<file path="src/hw/rtl/crcac_pkg.sv">
`timescale 1ns / 1ps
package crcac_pkg;

    typedef logic [7:0] byte_t;
    typedef logic [1:0] verdict_t;
    typedef logic [31:0] crc_t;

    localparam crc_t CRC_POLY_REFL = 32'hEDB88320;
    localparam crc_t CRC_INIT      = 32'hFFFFFFFF;
    localparam crc_t CRC_XOROUT    = 32'hFFFFFFFF;
    localparam int   FCS_LEN       = 4;

    localparam verdict_t VERDICT_NONE = 2'd0;
    localparam verdict_t VERDICT_PASS = 2'd1;
    localparam verdict_t VERDICT_FAIL = 2'd2;

    // reflected crc-32, one byte, unrolled
    function automatic crc_t crc_byte(crc_t c, byte_t b);
        crc_t x;
        x = c ^ {24'd0, b};
        for (int k = 0; k < 8; k++)
        begin
            x = x[0] ? ((x >> 1) ^ CRC_POLY_REFL) : (x >> 1);
        end
        return x;
    endfunction

endpackage

</file>
<file path="src/hw/rtl/crcac_in_if.sv">
`timescale 1ns / 1ps
interface crcac_in_if;
    import crcac_pkg::*;

    logic  valid;
    logic  ready;
    byte_t in_byte;
    logic  in_last;

    modport source (output valid, output in_byte, output in_last, input ready);
    modport sink   (input valid, input in_byte, input in_last, output ready);
endinterface

</file>
<file path="src/hw/rtl/crcac_out_if.sv">
`timescale 1ns / 1ps
interface crcac_out_if;
    import crcac_pkg::*;

    logic        valid;
    logic        ready;
    byte_t       out_byte;
    logic        byte_valid;
    logic        out_last;
    verdict_t    verdict;
    logic [31:0] pass_count;
    logic [31:0] fail_count;

    modport source (output valid, output out_byte, output byte_valid, output out_last,
                    output verdict, output pass_count, output fail_count, input ready);
    modport sink   (input valid, input out_byte, input byte_valid, input out_last,
                    input verdict, input pass_count, input fail_count, output ready);
endinterface

</file>
<file path="src/hw/rtl/crc32_append_and_check_core.sv">
`timescale 1ns / 1ps
// result beats are driven from an output register loaded when the causing input is taken
// throughput: one byte per cycle unless stalled, set by the byte crc update and output register
// append mode: the last byte adds four crc beats, input is held off until those beats are sent
// check mode: a packet's first four bytes go into the tail line and give no beat unless last
// reset (async, active low): mode append, crc all ones, counters zero, output empty
module crc32_append_and_check_core #(
    parameter int COUNT_WIDTH = 32
) (
    input  logic               clk,
    input  logic               rst_n,
    input  logic               cfg_we,
    input  logic               cfg_wdata,
    crcac_in_if.sink           din,
    crcac_out_if.source        dout
);
    import crcac_pkg::*;

    logic                   mode_reg;
    crc_t                   crc_reg, crc_next;
    logic [2:0]             seen_reg, seen_next;
    byte_t                  tail_reg [FCS_LEN];
    byte_t                  tail_next [FCS_LEN];
    logic [COUNT_WIDTH-1:0] pass_reg, pass_next;
    logic [COUNT_WIDTH-1:0] fail_reg, fail_next;
    crc_t                   fcs_reg, fcs_next;
    logic [2:0]             fcs_left_reg, fcs_left_next;

    logic        ovalid_reg;
    byte_t       obyte_reg;
    logic        obv_reg;
    logic        olast_reg;
    verdict_t    overdict_reg;
    logic [31:0] opass_reg;
    logic [31:0] ofail_reg;

    logic        slot_free;
    logic        fcs_busy;
    logic        in_acc;
    logic        have_pop;
    logic        full;
    crc_t        crc_upd;
    crc_t        crc_chk;
    crc_t        recv;
    logic        res_valid;
    byte_t       res_byte;
    logic        res_bv;
    logic        res_last;
    verdict_t    res_verdict;
    logic [63:0] pass_ext;
    logic [63:0] fail_ext;
    logic [31:0] pass_show;
    logic [31:0] fail_show;

    assign slot_free = !ovalid_reg || dout.ready;
    assign fcs_busy  = (fcs_left_reg != 3'd0);
    assign din.ready = slot_free && !fcs_busy;
    assign in_acc    = din.valid && din.ready;
    assign have_pop  = (seen_reg >= 3'(FCS_LEN));
    assign crc_upd   = crc_byte(crc_reg, mode_reg ? tail_reg[0] : din.in_byte);

    always_comb
    begin
        crc_next      = crc_reg;
        seen_next     = seen_reg;
        tail_next     = tail_reg;
        pass_next     = pass_reg;
        fail_next     = fail_reg;
        fcs_next      = fcs_reg;
        fcs_left_next = fcs_left_reg;
        crc_chk       = crc_reg;
        full          = 1'b0;
        recv          = '0;
        res_valid     = 1'b0;
        res_byte      = '0;
        res_bv        = 1'b0;
        res_last      = 1'b0;
        res_verdict   = VERDICT_NONE;

        if (cfg_we)
        begin
            crc_next  = CRC_INIT;
            seen_next = '0;
        end
        else if (fcs_busy)
        begin
            if (slot_free)
            begin
                res_valid     = 1'b1;
                res_byte      = fcs_reg[7:0];
                res_bv        = 1'b1;
                res_last      = (fcs_left_reg == 3'd1);
                fcs_next      = fcs_reg >> 8;
                fcs_left_next = fcs_left_reg - 3'd1;
            end
        end
        else if (in_acc)
        begin
            if (!mode_reg)
            begin
                res_valid = 1'b1;
                res_byte  = din.in_byte;
                res_bv    = 1'b1;
                if (din.in_last)
                begin
                    fcs_next      = crc_upd ^ CRC_XOROUT;
                    fcs_left_next = 3'(FCS_LEN);
                    crc_next      = CRC_INIT;
                end
                else
                begin
                    crc_next = crc_upd;
                end
            end
            else
            begin
                // tail line: oldest byte leaves into the crc once four are held
                if (have_pop)
                begin
                    crc_chk = crc_upd;
                    for (int i = 0; i < FCS_LEN - 1; i++)
                    begin
                        tail_next[i] = tail_reg[i + 1];
                    end
                    tail_next[FCS_LEN - 1] = din.in_byte;
                end
                else
                begin
                    tail_next[seen_reg[1:0]] = din.in_byte;
                    seen_next = seen_reg + 3'd1;
                end
                full = have_pop || (seen_reg == 3'(FCS_LEN - 1));
                recv = {tail_next[3], tail_next[2], tail_next[1], tail_next[0]};

                if (din.in_last)
                begin
                    if (full && ((crc_chk ^ CRC_XOROUT) == recv))
                    begin
                        res_verdict = VERDICT_PASS;
                        if (pass_reg != '1)
                        begin
                            pass_next = pass_reg + COUNT_WIDTH'(1);
                        end
                    end
                    else
                    begin
                        res_verdict = VERDICT_FAIL;
                        if (fail_reg != '1)
                        begin
                            fail_next = fail_reg + COUNT_WIDTH'(1);
                        end
                    end
                    res_valid = 1'b1;
                    res_byte  = have_pop ? tail_reg[0] : '0;
                    res_bv    = have_pop;
                    res_last  = 1'b1;
                    crc_next  = CRC_INIT;
                    seen_next = '0;
                end
                else
                begin
                    crc_next  = crc_chk;
                    res_valid = have_pop;
                    res_byte  = tail_reg[0];
                    res_bv    = 1'b1;
                end
            end
        end
    end

    // counters wider than 32 bits are shown saturated
    always_comb
    begin
        pass_ext  = 64'(pass_next);
        fail_ext  = 64'(fail_next);
        pass_show = (|pass_ext[63:32]) ? 32'hFFFFFFFF : pass_ext[31:0];
        fail_show = (|fail_ext[63:32]) ? 32'hFFFFFFFF : fail_ext[31:0];
    end

    always_ff @(posedge clk or negedge rst_n)
    begin
        if (!rst_n)
        begin
            mode_reg     <= 1'b0;
            crc_reg      <= CRC_INIT;
            seen_reg     <= '0;
            pass_reg     <= '0;
            fail_reg     <= '0;
            fcs_left_reg <= '0;
            ovalid_reg   <= 1'b0;
        end
        else
        begin
            if (cfg_we)
            begin
                mode_reg <= cfg_wdata;
            end
            crc_reg      <= crc_next;
            seen_reg     <= seen_next;
            pass_reg     <= pass_next;
            fail_reg     <= fail_next;
            fcs_left_reg <= fcs_left_next;
            if (slot_free)
            begin
                ovalid_reg <= res_valid;
            end
        end
    end

    always_ff @(posedge clk)
    begin
        tail_reg <= tail_next;
        fcs_reg  <= fcs_next;
        if (slot_free && res_valid)
        begin
            obyte_reg    <= res_byte;
            obv_reg      <= res_bv;
            olast_reg    <= res_last;
            overdict_reg <= res_verdict;
            opass_reg    <= pass_show;
            ofail_reg    <= fail_show;
        end
    end

    assign dout.valid      = ovalid_reg;
    assign dout.out_byte   = obyte_reg;
    assign dout.byte_valid = obv_reg;
    assign dout.out_last   = olast_reg;
    assign dout.verdict    = overdict_reg;
    assign dout.pass_count = opass_reg;
    assign dout.fail_count = ofail_reg;

endmodule

</file>
<file path="src/flat_wrapper.sv">
// flat-port wrapper written by rule: the top's interface ports become plain ports
module crc32_append_and_check_core_flat import crcac_pkg::*;
#(
    parameter int COUNT_WIDTH = 32
)
  (clk, rst_n, cfg_we, cfg_wdata, din_valid, din_in_byte, din_in_last, din_ready, dout_valid, dout_out_byte, dout_byte_valid, dout_out_last, dout_verdict, dout_pass_count, dout_fail_count, dout_ready);
  crcac_in_if din_i ();
  crcac_out_if dout_i ();
  input  logic clk;
  input  logic rst_n;
  input  logic cfg_we;
  input  logic cfg_wdata;
  input wire logic [$bits(din_i.valid)-1:0] din_valid;
  input wire logic [$bits(din_i.in_byte)-1:0] din_in_byte;
  input wire logic [$bits(din_i.in_last)-1:0] din_in_last;
  output wire logic [$bits(din_i.ready)-1:0] din_ready;
  output wire logic [$bits(dout_i.valid)-1:0] dout_valid;
  output wire logic [$bits(dout_i.out_byte)-1:0] dout_out_byte;
  output wire logic [$bits(dout_i.byte_valid)-1:0] dout_byte_valid;
  output wire logic [$bits(dout_i.out_last)-1:0] dout_out_last;
  output wire logic [$bits(dout_i.verdict)-1:0] dout_verdict;
  output wire logic [$bits(dout_i.pass_count)-1:0] dout_pass_count;
  output wire logic [$bits(dout_i.fail_count)-1:0] dout_fail_count;
  input wire logic [$bits(dout_i.ready)-1:0] dout_ready;
  assign din_i.valid = din_valid;
  assign din_i.in_byte = din_in_byte;
  assign din_i.in_last = din_in_last;
  assign din_ready = din_i.ready;
  assign dout_valid = dout_i.valid;
  assign dout_out_byte = dout_i.out_byte;
  assign dout_byte_valid = dout_i.byte_valid;
  assign dout_out_last = dout_i.out_last;
  assign dout_verdict = dout_i.verdict;
  assign dout_pass_count = dout_i.pass_count;
  assign dout_fail_count = dout_i.fail_count;
  assign dout_i.ready = dout_ready;
  crc32_append_and_check_core #(.COUNT_WIDTH(COUNT_WIDTH)) u_core (.clk(clk), .rst_n(rst_n), .cfg_we(cfg_we), .cfg_wdata(cfg_wdata), .din(din_i), .dout(dout_i));
endmodule
</file>
<file path="config.mk">
export PLATFORM = sky130hd
export DESIGN_NAME = crc32_append_and_check_core_flat
export DESIGN_NICKNAME = d
export VERILOG_FILES = /design/src/hw/rtl/crcac_pkg.sv /design/src/hw/rtl/crcac_in_if.sv /design/src/hw/rtl/crcac_out_if.sv /design/src/hw/rtl/crc32_append_and_check_core.sv /design/src/flat_wrapper.sv
export SDC_FILE = /design/constraint.sdc
export NUM_CORES = 1
export LEC_CHECK = 0
export ABC_AREA = 0
export BUFFER_PORTS_ARGS = -buffer_cell sky130_fd_sc_hd__buf_2
export CORE_ASPECT_RATIO = 0.75
export CORE_UTILIZATION = 50
export CTS_CLUSTER_SIZE = 24
export DETAILED_ROUTE_END_ITERATION = 16
export HOLD_SLACK_MARGIN = 0.15
export MAX_ROUTING_LAYER = met4
export PLACE_DENSITY_LB_ADDON = 0.1
export SLEW_MARGIN = 0
export SYNTH_ARGS = -nofsm -noshare
export SYNTH_HDL_FRONTEND = slang
export SYNTH_SLANG_ARGS = --single-unit
</file>
<file path="constraint.sdc">
create_clock -name clk -period 10.9 [get_ports clk]
set_clock_uncertainty 0.05 [all_clocks]
set_input_delay 0 -clock clk [delete_from_list [all_inputs] [get_ports clk]]
set_output_delay 0 -clock clk [all_outputs]
set_load 0.02 [all_outputs]
</file>
# ---- After elaboration in Yosys (flattened, before gate mapping)
# Cells that the tools add are included.
dict set report totals {
  register_bits 244
  inputBits 15
  out_inout_bits 78
}
dict set report op_classes {
  addsub 4
  n_lt_le_gt_ge 3
  n_eq_ne 9
  n_mux 80
  n_bitwise 17
  n_reduce_logical 19
}
# op count
set op_table {}
lappend op_table {{32-bit two-way mux} 43}
lappend op_table {{13-bit NOT with 14-bit output} 8}
lappend op_table {{32-bit by 1-bit adder with 32-bit output, second input constant} 2}
lappend op_table {{8-bit two-way mux} 8}
lappend op_table {{32-bit inequality test, second input constant} 2}
lappend op_table {{32-bit NOT} 2}
lappend op_table {{3-bit two-way mux} 11}
lappend op_table {{32-bit bitwise mux} 1}
lappend op_table {{32-bit equality test} 1}
lappend op_table {{32-bit by 8-bit bitwise XOR with 32-bit output} 1}
lappend op_table {{8-bit demux with 2-bit select} 1}
lappend op_table {{1-bit two-way mux} 15}
lappend op_table {{4-bit AND reduction} 2}
lappend op_table {{2-bit nonzero test} 4}
lappend op_table {{3-bit greater-or-equal comparator, second input constant} 2}
lappend op_table {{1-bit logical AND} 5}
lappend op_table {{1-bit NOT} 5}
lappend op_table {{5-bit AND reduction} 1}
lappend op_table {{5-bit OR reduction} 1}
lappend op_table {{2-bit inequality test, second input constant} 2}
lappend op_table {{3-bit by 1-bit adder with 3-bit output, second input constant} 1}
lappend op_table {{3-bit by 1-bit equality test with 1-bit output, second input constant} 1}
lappend op_table {{3-bit by 2-bit equality test with 1-bit output, second input constant} 1}
lappend op_table {{3-bit by 1-bit < comparator with 1-bit output, second input constant} 1}
lappend op_table {{9 further kinds} 11}

# ---- Depth between registers and ports, before layout
# Gate-level depths: netlist of the first run.
dict set report logic_depth {
  ltp_word 32
  depth_mapped 20
  depth_no_buf 13
}

# ---- Worst setup path after synthesis of the first run
# No wires, ideal clock.
dict set report synth_timing {
  path_kind {register -> register}
  startpoint {reg u_core.seen_reg[2]}
  endpoint {reg u_core.obv_reg (netlist: u_core.dout.byte_valid) (enable)}
  setup_time_ps 511
  arrival_time_ps 5308
  setup_slack_ps 5031
  stages_incl_launch_ff 10
  n_path_buf 5
  path_cell_list {dfrtp_1 -> clkbuf_1 -> buf_1 -> clkbuf_1 -> clkbuf_1 -> clkbuf_1 -> nor2b_1 -> nand2b_1 -> a21oi_1 -> nor2_1}
}
dict set report synth_via {
  elab_chain_cells 7
}
# item line
set synth_rtl {}
lappend synth_rtl {{from (decl)} crc32_append_and_check_core.sv:21} ;# logic [2:0] seen_reg, seen_next;
lappend synth_rtl {{from (signal assigned)} crc32_append_and_check_core.sv:199} ;# seen_reg <= seen_next;
lappend synth_rtl {{3-bit greater-or-equal comparator} crc32_append_and_check_core.sv:59} ;# assign have_pop = (seen_reg >= 3'(FCS_LEN));
lappend synth_rtl {{1-bit two-way mux} crc32_append_and_check_core.sv:135} ;# if (din.in_last)
lappend synth_rtl {{1-bit two-way mux} crc32_append_and_check_core.sv:99} ;# if (!mode_reg)
lappend synth_rtl {{1-bit two-way mux} crc32_append_and_check_core.sv:97} ;# else if (in_acc)
lappend synth_rtl {{1-bit two-way mux} crc32_append_and_check_core.sv:85} ;# else if (fcs_busy)
lappend synth_rtl {{1-bit two-way mux} crc32_append_and_check_core.sv:80} ;# if (cfg_we)
lappend synth_rtl {{1-bit logical AND} crc32_append_and_check_core.sv:214} ;# if (slot_free && res_valid)
lappend synth_rtl {{to (signal assigned)} crc32_append_and_check_core.sv:217} ;# obv_reg <= res_bv;
lappend synth_rtl {{to (decl)} crc32_append_and_check_core.sv:31} ;# logic obv_reg;
# Every way passes these cells.
# A chain may end at the register's enable or synchronous reset.

# ---- Worst setup path after layout of the first run
dict set report layout_timing {
  startpoint {reg u_core.mode_reg}
  endpoint {reg u_core.ofail_reg[1] (netlist: u_core.dout.fail_count[1]), data pin}
}
dict set report layout_via {
  elab_chain_cells 29
  elab_cells_between_ends 32
}
# item line
set layout_rtl {}
lappend layout_rtl {{from (decl)} crc32_append_and_check_core.sv:19} ;# logic mode_reg;
lappend layout_rtl {{from (signal assigned)} crc32_append_and_check_core.sv:196} ;# mode_reg <= cfg_wdata;
lappend layout_rtl {{8-bit two-way mux} crc32_append_and_check_core.sv:60} ;# assign crc_upd = crc_byte(crc_reg, mode_reg ? tail_reg[0] : din.in_byte);
lappend layout_rtl {{32-bit by 8-bit bitwise XOR with 32-bit output} crcac_pkg.sv:20} ;# x = c ^ {24'd0, b};
lappend layout_rtl {{32-bit two-way mux} crcac_pkg.sv:23} ;# x = x[0] ? ((x >> 1) ^ CRC_POLY_REFL) : (x >> 1);
lappend layout_rtl {{32-bit two-way mux or 13-bit NOT with 14-bit output (tied branches)} --}
lappend layout_rtl {{13-bit NOT with 14-bit output (no source line) or 32-bit two-way mux (tied branches)} --}
lappend layout_rtl {{32-bit two-way mux or 13-bit NOT with 14-bit output (tied branches)} --}
lappend layout_rtl {{13-bit NOT with 14-bit output (no source line) or 32-bit two-way mux (tied branches)} --}
lappend layout_rtl {{32-bit two-way mux} crcac_pkg.sv:23}
lappend layout_rtl {{[... 14 more ...]} --}
lappend layout_rtl {{1-bit logical AND} crc32_append_and_check_core.sv:137} ;# if (full && ((crc_chk ^ CRC_XOROUT) == recv))
lappend layout_rtl {{32-bit two-way mux} crc32_append_and_check_core.sv:137}
lappend layout_rtl {{32-bit two-way mux} crc32_append_and_check_core.sv:135}
lappend layout_rtl {{32-bit two-way mux (*)} crc32_append_and_check_core.sv:99}
lappend layout_rtl {{32-bit two-way mux (*)} crc32_append_and_check_core.sv:97}
lappend layout_rtl {{32-bit two-way mux (*)} crc32_append_and_check_core.sv:85}
lappend layout_rtl {{32-bit two-way mux (*)} crc32_append_and_check_core.sv:80}
lappend layout_rtl {{net u_core.fail_next[1]} crc32_append_and_check_core.sv:25} ;# logic [COUNT_WIDTH-1:0] fail_reg, fail_next;
lappend layout_rtl {{to (signal assigned)} crc32_append_and_check_core.sv:221} ;# ofail_reg <= fail_show;
lappend layout_rtl {{to (decl)} crc32_append_and_check_core.sv:35} ;# logic [31:0] ofail_reg;
# The timed path passes the listed nets; every way through them passes the cells marked *. The select of a mux whose other input is x is not followed.

==> results of run 1 <==
-- worst paths after layout --
kind	startpoint	endpoint	slack, ns	cells after the start
worst max-delay path	u_core.mode_reg	u_core.dout.fail_count[1]	5.48	10
worst min-delay path	cfg_we	u_core.seen_reg[2]	0.24	3
worst max register to register	u_core.mode_reg	u_core.dout.fail_count[1]	5.48	10
worst min register to register	u_core.pass_reg[27]	u_core.pass_reg[27]	0.43	1
max in group asynchronous	rst_n	u_core.seen_reg[2]	9.01	3
min in group asynchronous	rst_n	u_core.crc_reg[15]	0.25	2
-- where the power goes --
group / total [mW] / switching (mW) / internal, mW
Sequential: 1.20 / 0.0574 / 1.15
Clock: 0.811 / 0.358 / 0.454
Combinational: 0.739 / 0.461 / 0.279
Total: 2.75 / 0.876 / 1.88
-- worst max-delay path: stages, from the launching register on --
cell and delay, ns:
dfrtp_1 0.89, mux2i_2 0.24, xnor2_2 0.79, xor2_1 0.51
xnor3_1 0.44, a221oi_2 0.13, and4bb_1 0.27, nor4b_2 0.16
and3_1 0.25, nor3_4 0.94, mux2_2 0.44
-- metrics by stage --
step | setup slack [ns] | utilization
2_1_floorplan | 5.03 | -
3_3_place_gp | 5.51 | 0.550
3_5_place_dp | 5.57 | 0.550
4_1_cts | 5.52 | 0.589
5_1_grt | 5.23 | 0.589
6_report | 5.48 | 0.589
-- synth_stat cells (28+ instances only) --
| master | instances |
|---|---|
| nand4_1 | 28 |
| a21oi_1 | 43 |
| nand2_1 | 65 |
| and3_1 | 37 |
| nor2_1 | 75 |
| edfxtp_1 | 140 |
| dfrtp_1 | 72 |
| xnor3_1 | 28 |
| mux2i_1 | 35 |
| dfstp_2 | 32 |
| nand3_1 | 36 |
| o21ai_0 | 33 |
| clkbuf_1 | 29 |
| xnor2_1 | 88 |
-- cell families (layout without fill, tap and decap cells) --
kind of cell	after synthesis	after routing	synth area share
DFF	244	244	0.543
muxes	68	68	0.0609
other	0	1	0
and+or+nand+nor	302	302	0.122
adders and majority gates	8	8	0.00793
AOI/OAI and AO/OA	137	137	0.0716
buffers and inverters	67	188	0.0229
xor gates and xnor gates	165	165	0.172
-- final cells by class --
cell class	count	area [um^2]	area share
clock inverters	12	95.1	0.00664
clock buffers	33	666	0.0465
repair buffers	121	726	0.0506
inverters	22	82.6	0.00576
well taps	331	414	0.0289
diodes	1	2.50	0.000175
flip-flops and latches	244	6850	0.478
multi-input cells	680	5500	0.384
-- repair_timing --
| action | in CTS | in global routing |
|---|---|---|
| endpoints found under the hold margin | 110 | 0 |
| buffers inserted | 0 | 0 |
| hold buffers | 18 | 0 |
| setup endpoints to repair | 0 | 0 |
-- per-layer routing --
layer,GRT usage,vias to the layer above
met5,-,-
met1,0.398,4142
met3,0.0364,33
met2,0.367,303
met4,0.0452,0
li1,-,3840
==> flow_summary.ini, run 1 <==
[flow_run]
cap_violations = 0

[floorplanning]
die_w_um = 185
core_area_um2 = 24300
floorplan.die_area_um2 = 25900
start_util = 0.518
pin_count = 93
die_h_um = 140
std_cell_rows = 49

[cts]
clk_pin_slew_ns = 0.06
cts_resized = 0
tritoncts = yes
cts-root-buf = clkbuf_16
cts_htree_levels = 1
clk_latency_ns = 0.53
clockBufferDepth = 3
cts_buffers = 25
cts_sinks = 244

[global_route]
antenna_found_initial = 1
grt_pass1_wl_um = 48500
grt_pass1_vias = 7854
grt_usage = 0.259
grt_max_degree = 84
overflow = 0

[cells_and_area]
final_nets = 1117
most-common-layout-cells = 140 x edfxtp_1, 91 x buf_2, 88 x xnor2_1, 74 x nor2_1, 71 x dfrtp_1
drive_gt1_frac = 0.202
area_growth_pct = 13.6
stdcell_area_um2 = 14300
layout_commonest_cell = edfxtp_1
fillers = 1964
final_cells = 1444

[synthesis]
synth_area_um2 = 12600
ys_seq_area_frac = 0.543
syn_nets = 1014
ys_ff_latch = 244
synth_top_area_share = 0.333
ys.flop_type = edfxtp_1
synth.area.top_cells = edfxtp_1 33%, dfrtp_1 14%, dfstp_2 6.7%
synthCells = 991
yosys_warnings = 0
avgSynthCellArea_um2 = 12.7
yosys.area.top_type = edfxtp_1
ys_async_sr_fraction = 0.426
synth-edff-count = 140
ys_types = 71

[detailed_routing]
drc_errors = 0
viasPerCell = 5.76
drt_pass1_iterations = 5
routedWlPerCell_um = 22.0
routed-via-count = 8318
drt_iter0_drc = 666
met1_length_um = 15300
routed-wl-met2_um = 13800
detail-route-antenna-nets = 0
top_layer = met4
wirelength_um = 31700
wl_met3_um = 2230

[sta]
rsz0062_at_grt = false
fmax_mhz = 185
setup_viol = 0
period_minus_slack_ns = 5.42
tns_ns = 0
slew_headroom = 0.221
hold_ws_ns = 0.239
max_slew.worst_pin.slew_ns = 1.16
maxSlewViolCount = 0
finalHoldViolCount = 0
finalCritPeriodShare = 0.497

[pwr]
p_leak_nw = 5.88
vdd_drop_max_uv = 126
powerDensity_nw_per_um2 = 192
finalPower_mw = 2.75

[worst_setup_path]
crit_arrival_ns = 5.64
critPathLaunchType = flop
crit_fanout = 32
crit_type = flop to flop
endpoint_kind = flop
crit_required_ns = 11.12

[placement]
dp_cells = 1380
dpl_cell_area_um2 = 13400
numPortBuffers = 92
dp_hpwl_um = 21900
place.gp.congestion = 0.915

[min_path]
holdCritPathClass = input port to flop

[outcome]
status = completed
(Power assumes the default switching activity.)
==> run 2, diff against run 1 <==
Settings changed: ABC_AREA 0 to 1.
Clock period 10.9 ns to 5.5 ns, I/O delays scaled along.
==> flow_summary.ini, run 2 <==
[floorplanning]
start_util = 0.510
die_h_um = 146
pin_count = 93
core_area_um2 = 27100
std_cell_rows = 52
die_w_um = 194
floorplan.die_area_um2 = 28300

[placement]
place.gp.congestion = 1.06
dp_hpwl_um = 35400
dp_cells = 2170
numPortBuffers = 92
place_ws_ns = 1.26
dpl_cell_area_um2 = 14700

[worst_setup_path]
crit_arrival_ns = 4.68
rr_startpoint = u_core.mode_reg
critPathLaunchType = flop
worst-r2r-cell-count = 21
rr_endpoint = u_core.dout.pass_count[17]
endpoint_kind = flop
rrSetupSlack_ns = 1.07
crit_fanout = 33
crit_required_ns = 5.74
crit_type = flop to flop

[detailed_routing]
drt_pass1_iterations = 6
routedWlPerCell_um = 21.5
drc_errors = 0
wirelength_um = 48100
detail-route-antenna-nets = 0
viasPerCell = 5.78
routed-via-count = 12900
drt_iter0_drc = 1733

[sta]
maxSlewViolCount = 0
rsz0062_at_grt = false
hold_ws_ns = 0.241
finalCritPeriodShare = 0.806
finalHoldViolCount = 0
period_minus_slack_ns = 4.43
slew_headroom = 0.205
setup_slack_ns = 1.07
fmax_mhz = 225
tns_ns = 0
setup_viol = 0
max_slew.worst_pin.slew_ns = 1.19

[cells_and_area]
multi_input_area_um2 = 6060
most-common-layout-cells = 650 x nand2_1, 216 x nand3_1, 189 x inv_1, 140 x edfxtp_1, 110 x nor2_1
regArea_um2 = 6850
utilization = 0.581
area_growth_pct = 13.9
stdcell_area_um2 = 15700
fillers = 2477
final_nets = 1888
drive_gt1_frac = 0.121
antenna_cells = 0
final_cells = 2236
layout_commonest_cell = nand2_1

[synthesis]
synth_common_cells = 650 x nand2_1, 216 x nand3_1, 189 x inv_1
ys_async_sr_fraction = 0.426
yosys_warnings = 0
ys.flop_type = edfxtp_1
avgSynthCellArea_um2 = 7.86
synth_area_um2 = 13800
syn_nets = 1780
synth-edff-count = 140
synth_top_area_share = 0.305
synth.area.top_cells = edfxtp_1 30%, nand2_1 18%, dfrtp_1 13%
synthMostInstantiatedCell = nand2_1
yosys.area.top_type = edfxtp_1
synthCells = 1757
ys_types = 46
ys_seq_area_frac = 0.496
ys_ff_latch = 244

[cts]
clk_pin_slew_ns = 0.07
clockBufferDepth = 3
cts-root-buf = clkbuf_16
cts_setup_buffers = 0
tritoncts = yes
cts_resized = 0
cts_buffers = 26
cts_hold_buf = 18
cts_htree_levels = 1
clk_latency_ns = 0.55
cts_sinks = 244

[flow_run]
cap_violations = 0

[pwr]
p_leak_nw = 7.45
clkPwrFrac = 0.316
pwr-share-comb = 0.271
vdd_drop_max_uv = 269
power_frac_seq = 0.414
finalPower_mw = 5.64
swShare = 0.357
powerDensity_nw_per_um2 = 359
switchingPower_mw = 2.01
intPower_mw = 3.63

[global_route]
grt_pass1_wl_um = 72800
grt_usage = 0.354
met2_usage = 0.444
use_met1 = 0.558
antenna_found_initial = 0
grt_max_degree = 77
met3_usage = 0.100
overflow = 0
top_usage_layer = met1
grt_pass1_vias = 11800

[outcome]
status = completed

[min_path]
holdCritPathClass = input port to asynchronous set/reset pin
## run 2: cell type report
| cell class | count | area share |
|---|---|---|
| Tap cell | 351 | 0.0279 |
| Multi-Input combinational cell | 1271 | 0.386 |
| Clock buffer | 28 | 0.0432 |
| Clock inverter | 20 | 0.0115 |
| Sequential cell | 244 | 0.436 |
| Timing Repair Buffer | 127 | 0.0497 |
| Inverter | 195 | 0.0466 |
## run 2: worst max path at each step
stage,end,from,depth (start not counted),slack (ns)
4_1_cts,u_core.dout.pass_count[17],u_core.mode_reg,20,1.25
5_1_grt,u_core.dout.pass_count[17],u_core.seen_reg[1],18,0.84
6_report,u_core.dout.pass_count[17],u_core.mode_reg,21,1.07
3_3_place_gp,u_core.dout.pass_count[17],u_core.mode_reg,20,1.29
2_1_floorplan,u_core.dout.fail_count[25],u_core.fcs_left_reg[1],10,0.39
3_5_place_dp,u_core.dout.pass_count[17],u_core.mode_reg,20,1.26
## run 2: kinds of logic after synthesis
group	after synthesis	synth area share
buffers and inverters	242	0.0670
AND/OR/NAND/NOR	1089	0.339
XOR/XNOR	46	0.0292
flip-flops	244	0.496
AO/OA/AOI/OAI	128	0.0616
adder cells (fa/ha/maj)	8	0.00725
## run 2: layer usage
metal  part of all wire  vias up
li1                   -     6010
met1               0.47     6093
met2               0.38      764
met3               0.13       64
met4              0.017        0
met5                  0        -
## run 2: critical path, cell delays in order (launching register included)
cell	delay, ns
dfrtp_1	0.36
buf_4	0.41
nand2_1	0.18
nand3_1	0.11
nand2_1	0.44
nand2_1	0.25
nand2_1	0.14
inv_1	0.10
nand2_1	0.07
nand3_1	0.19
nand2_1	0.18
nand2_1	0.13
nand2_1	0.06
nor2_1	0.09
nand2_1	0.05
nor2_1	0.13
nand2_1	0.11
nor3_4	0.39
nand2_2	0.26
inv_1	0.19
nand3_1	0.10
xor2_1	0.16
## run 2: power groups by stage
stage	registers (mW)	clock network [mW]	logic [mW]
floorplan	2.48	0	0.800
global placement	2.37	0	1.45
finish	2.33	1.78	1.53
global route	2.35	1.86	1.65
CTS	2.33	1.80	1.49
detailed placement	2.36	0	1.47
==> run 3, diff against run 2 <==
Clock period 5.5 ns to 3.67 ns, I/O delays scaled along.
==> flow_summary.ini, run 3 (synthesized netlist as in run 2, its figures left out) <==
[outcome]
status = completed

[worst_setup_path]
cpMostUsedCell = nand2_1
critPathLaunchType = flop
rr_startpoint = u_core.mode_reg
slowest_delay_ns = 0.42
crit_fanout = 8
cp_cell_sequence = clkinv_4 -> buf_4 -> nand2_1 -> nand3_1 -> nand2_2 -> nand2_1 -> nand2_1 -> inv_1 -> buf_4 -> nand3_1 -> nand2_1 -> nand2_1 -> nand3_2 -> a21oi_1 -> inv_1 -> nand3_2 -> nor2_4 -> buf_12 -> a21boi_1 -> nand2_1 -> xnor2_1
worst_path_max_delay_cell = dfrtp_2
worstSetupStartpoint = u_core.mode_reg
endpoint_kind = flop
crit_type = flop to flop
crit_required_ns = 3.91
crit_arrival_ns = 3.81

[cts]
clockBufferDepth = 3
cts_buffers = 26
cts_sinks = 244
clk_latency_ns = 0.56
clk_pin_slew_ns = 0.07
cts-root-buf = clkbuf_16
cts_htree_levels = 1
tritoncts = yes

[detailed_routing]
drt_pass1_iterations = 7
routedWlPerCell_um = 20.9
drt_iter0_drc = 1757
detail-route-antenna-nets = 0
routed-via-count = 13400
viasPerCell = 5.64
wirelength_um = 49700
drc_errors = 0

[pwr]
p_leak_nw = 8.30
intPower_mw = 5.80
powerDensity_nw_per_um2 = 517
swShare = 0.355
vdd_drop_max_uv = 505
pwr-share-comb = 0.304
power_frac_seq = 0.387
clkPwrFrac = 0.308
switchingPower_mw = 3.19

[placement]
numPortBuffers = 92
place.gp.congestion = 1.08
dp_cells = 2287
dp_hpwl_um = 36600
dpl_cell_area_um2 = 15600

[floorplanning]
floorplan.die_area_um2 = 28300
pin_count = 93
core_area_um2 = 27100
die_w_um = 194
start_util = 0.510
std_cell_rows = 52
die_h_um = 146

[global_route]
grt_usage = 0.359
overflow = 0
grt_max_degree = 70
grt_pass1_vias = 12400
antenna_found_initial = 4
grt_pass1_wl_um = 73900

[min_path]
holdCritPathClass = input port to asynchronous set/reset pin

[sta]
finalCritPeriodShare = 0.974
fmax_mhz = 280
setup_viol = 0
maxSlewViolCount = 0
tns_ns = 0
hold_ws_ns = 0.147
rsz0062_at_grt = true
max_slew.worst_pin.slew_ns = 1.06
slew_headroom = 0.290
period_minus_slack_ns = 3.58
finalHoldViolCount = 0

[cells_and_area]
area_growth_pct = 25.9
fillers = 2346
utilization = 0.642
layout_commonest_cell = nand2_1
final_nets = 2029
drive_gt1_frac = 0.221
final_cells = 2380
stdcell_area_um2 = 17400
most-common-layout-cells = 611 x nand2_1, 187 x inv_1, 186 x nand3_1, 140 x buf_4, 140 x edfxtp_1

[flow_run]
cap_violations = 0
==> run 3: changes by cell type in the layout (fill, tap and decap cells not counted), sizes merged <==
cell / delta
clkbuf: +5
clkinv: -6
dlygate4sd3: +4
diode: +3
inv: +2
clkinvlp: -1
buf: +137
==> run 3: layout make-up <==
cell class	instances	area, um^2	share of cell area
sequential	244	6850	0.394
multi-input combinational	1271	6490	0.373
timing repair buffer	268	1950	0.112
inverter	195	744	0.0428
clock buffer	33	739	0.0426
tap	351	439	0.0253
clock inverter	15	159	0.00915
antenna	3	7.51	0.000432
==> run 3: what timing repair did <==
item	in CTS	in global routing
pin swaps	1	32
gates resized for setup	9	109
setup buffers	0	21
endpoints found under the setup margin	33	127
hold endpoints to repair	125	0
hold buffers	21	0
==> run 3: power by group through the flow <==
stage	Clock, mW	Combinational [mW]	Sequential, mW
floorplan	0	1.21	3.71
global placement	0	2.50	3.52
detailed placement	0	2.49	3.53
CTS	2.81	2.53	3.48
global route	2.92	2.94	3.51
finish	2.77	2.74	3.48
==> run 3: final timing paths <==
check | to | slack [ns] | cells past startpoint
min in group clk | u_core.dout.out_byte[4] | 0.45 | 3
worst max register to register | u_core.dout.fail_count[21] | 0.09 | 21
worst min-delay path | u_core.pass_reg[2] | 0.15 | 2
worst min register to register | u_core.pass_reg[30] | 0.45 | 1
worst max-delay path | u_core.dout.fail_count[21] | 0.09 | 21
max in group asynchronous | u_core.fail_reg[18] | 2.29 | 3
==> run 3: through the flow <==
step | worst slack [ns] | total power [mW]
after global placement | -0.105 | 6.02
final | 0.0942 | 8.99
after detailed placement | -0.122 | 6.02
after global routing | -0.0511 | 9.37
after floorplan | 0.00330 | 4.93
after CTS | 0.00627 | 8.83
==> run 3: critical path, delay by kind of cell, from the launching register on <==
family	cells	cell delay [ns]
and+or+nand+nor	12	1.39
xor gates and xnor gates	1	0.17
AOI/OAI and AO/OA	2	0.57
DFF	1	0.42
buffers and inverters	6	0.68
==> run 3: layer usage <==
metal / vias to the layer above / global-route usage / share of wire
met5: - / - / 0
met4: 0 / 0.0929 / 0.023
met2: 766 / 0.447 / 0.38
li1: 6294 / - / -
met3: 88 / 0.109 / 0.12
met1: 6280 / 0.552 / 0.47
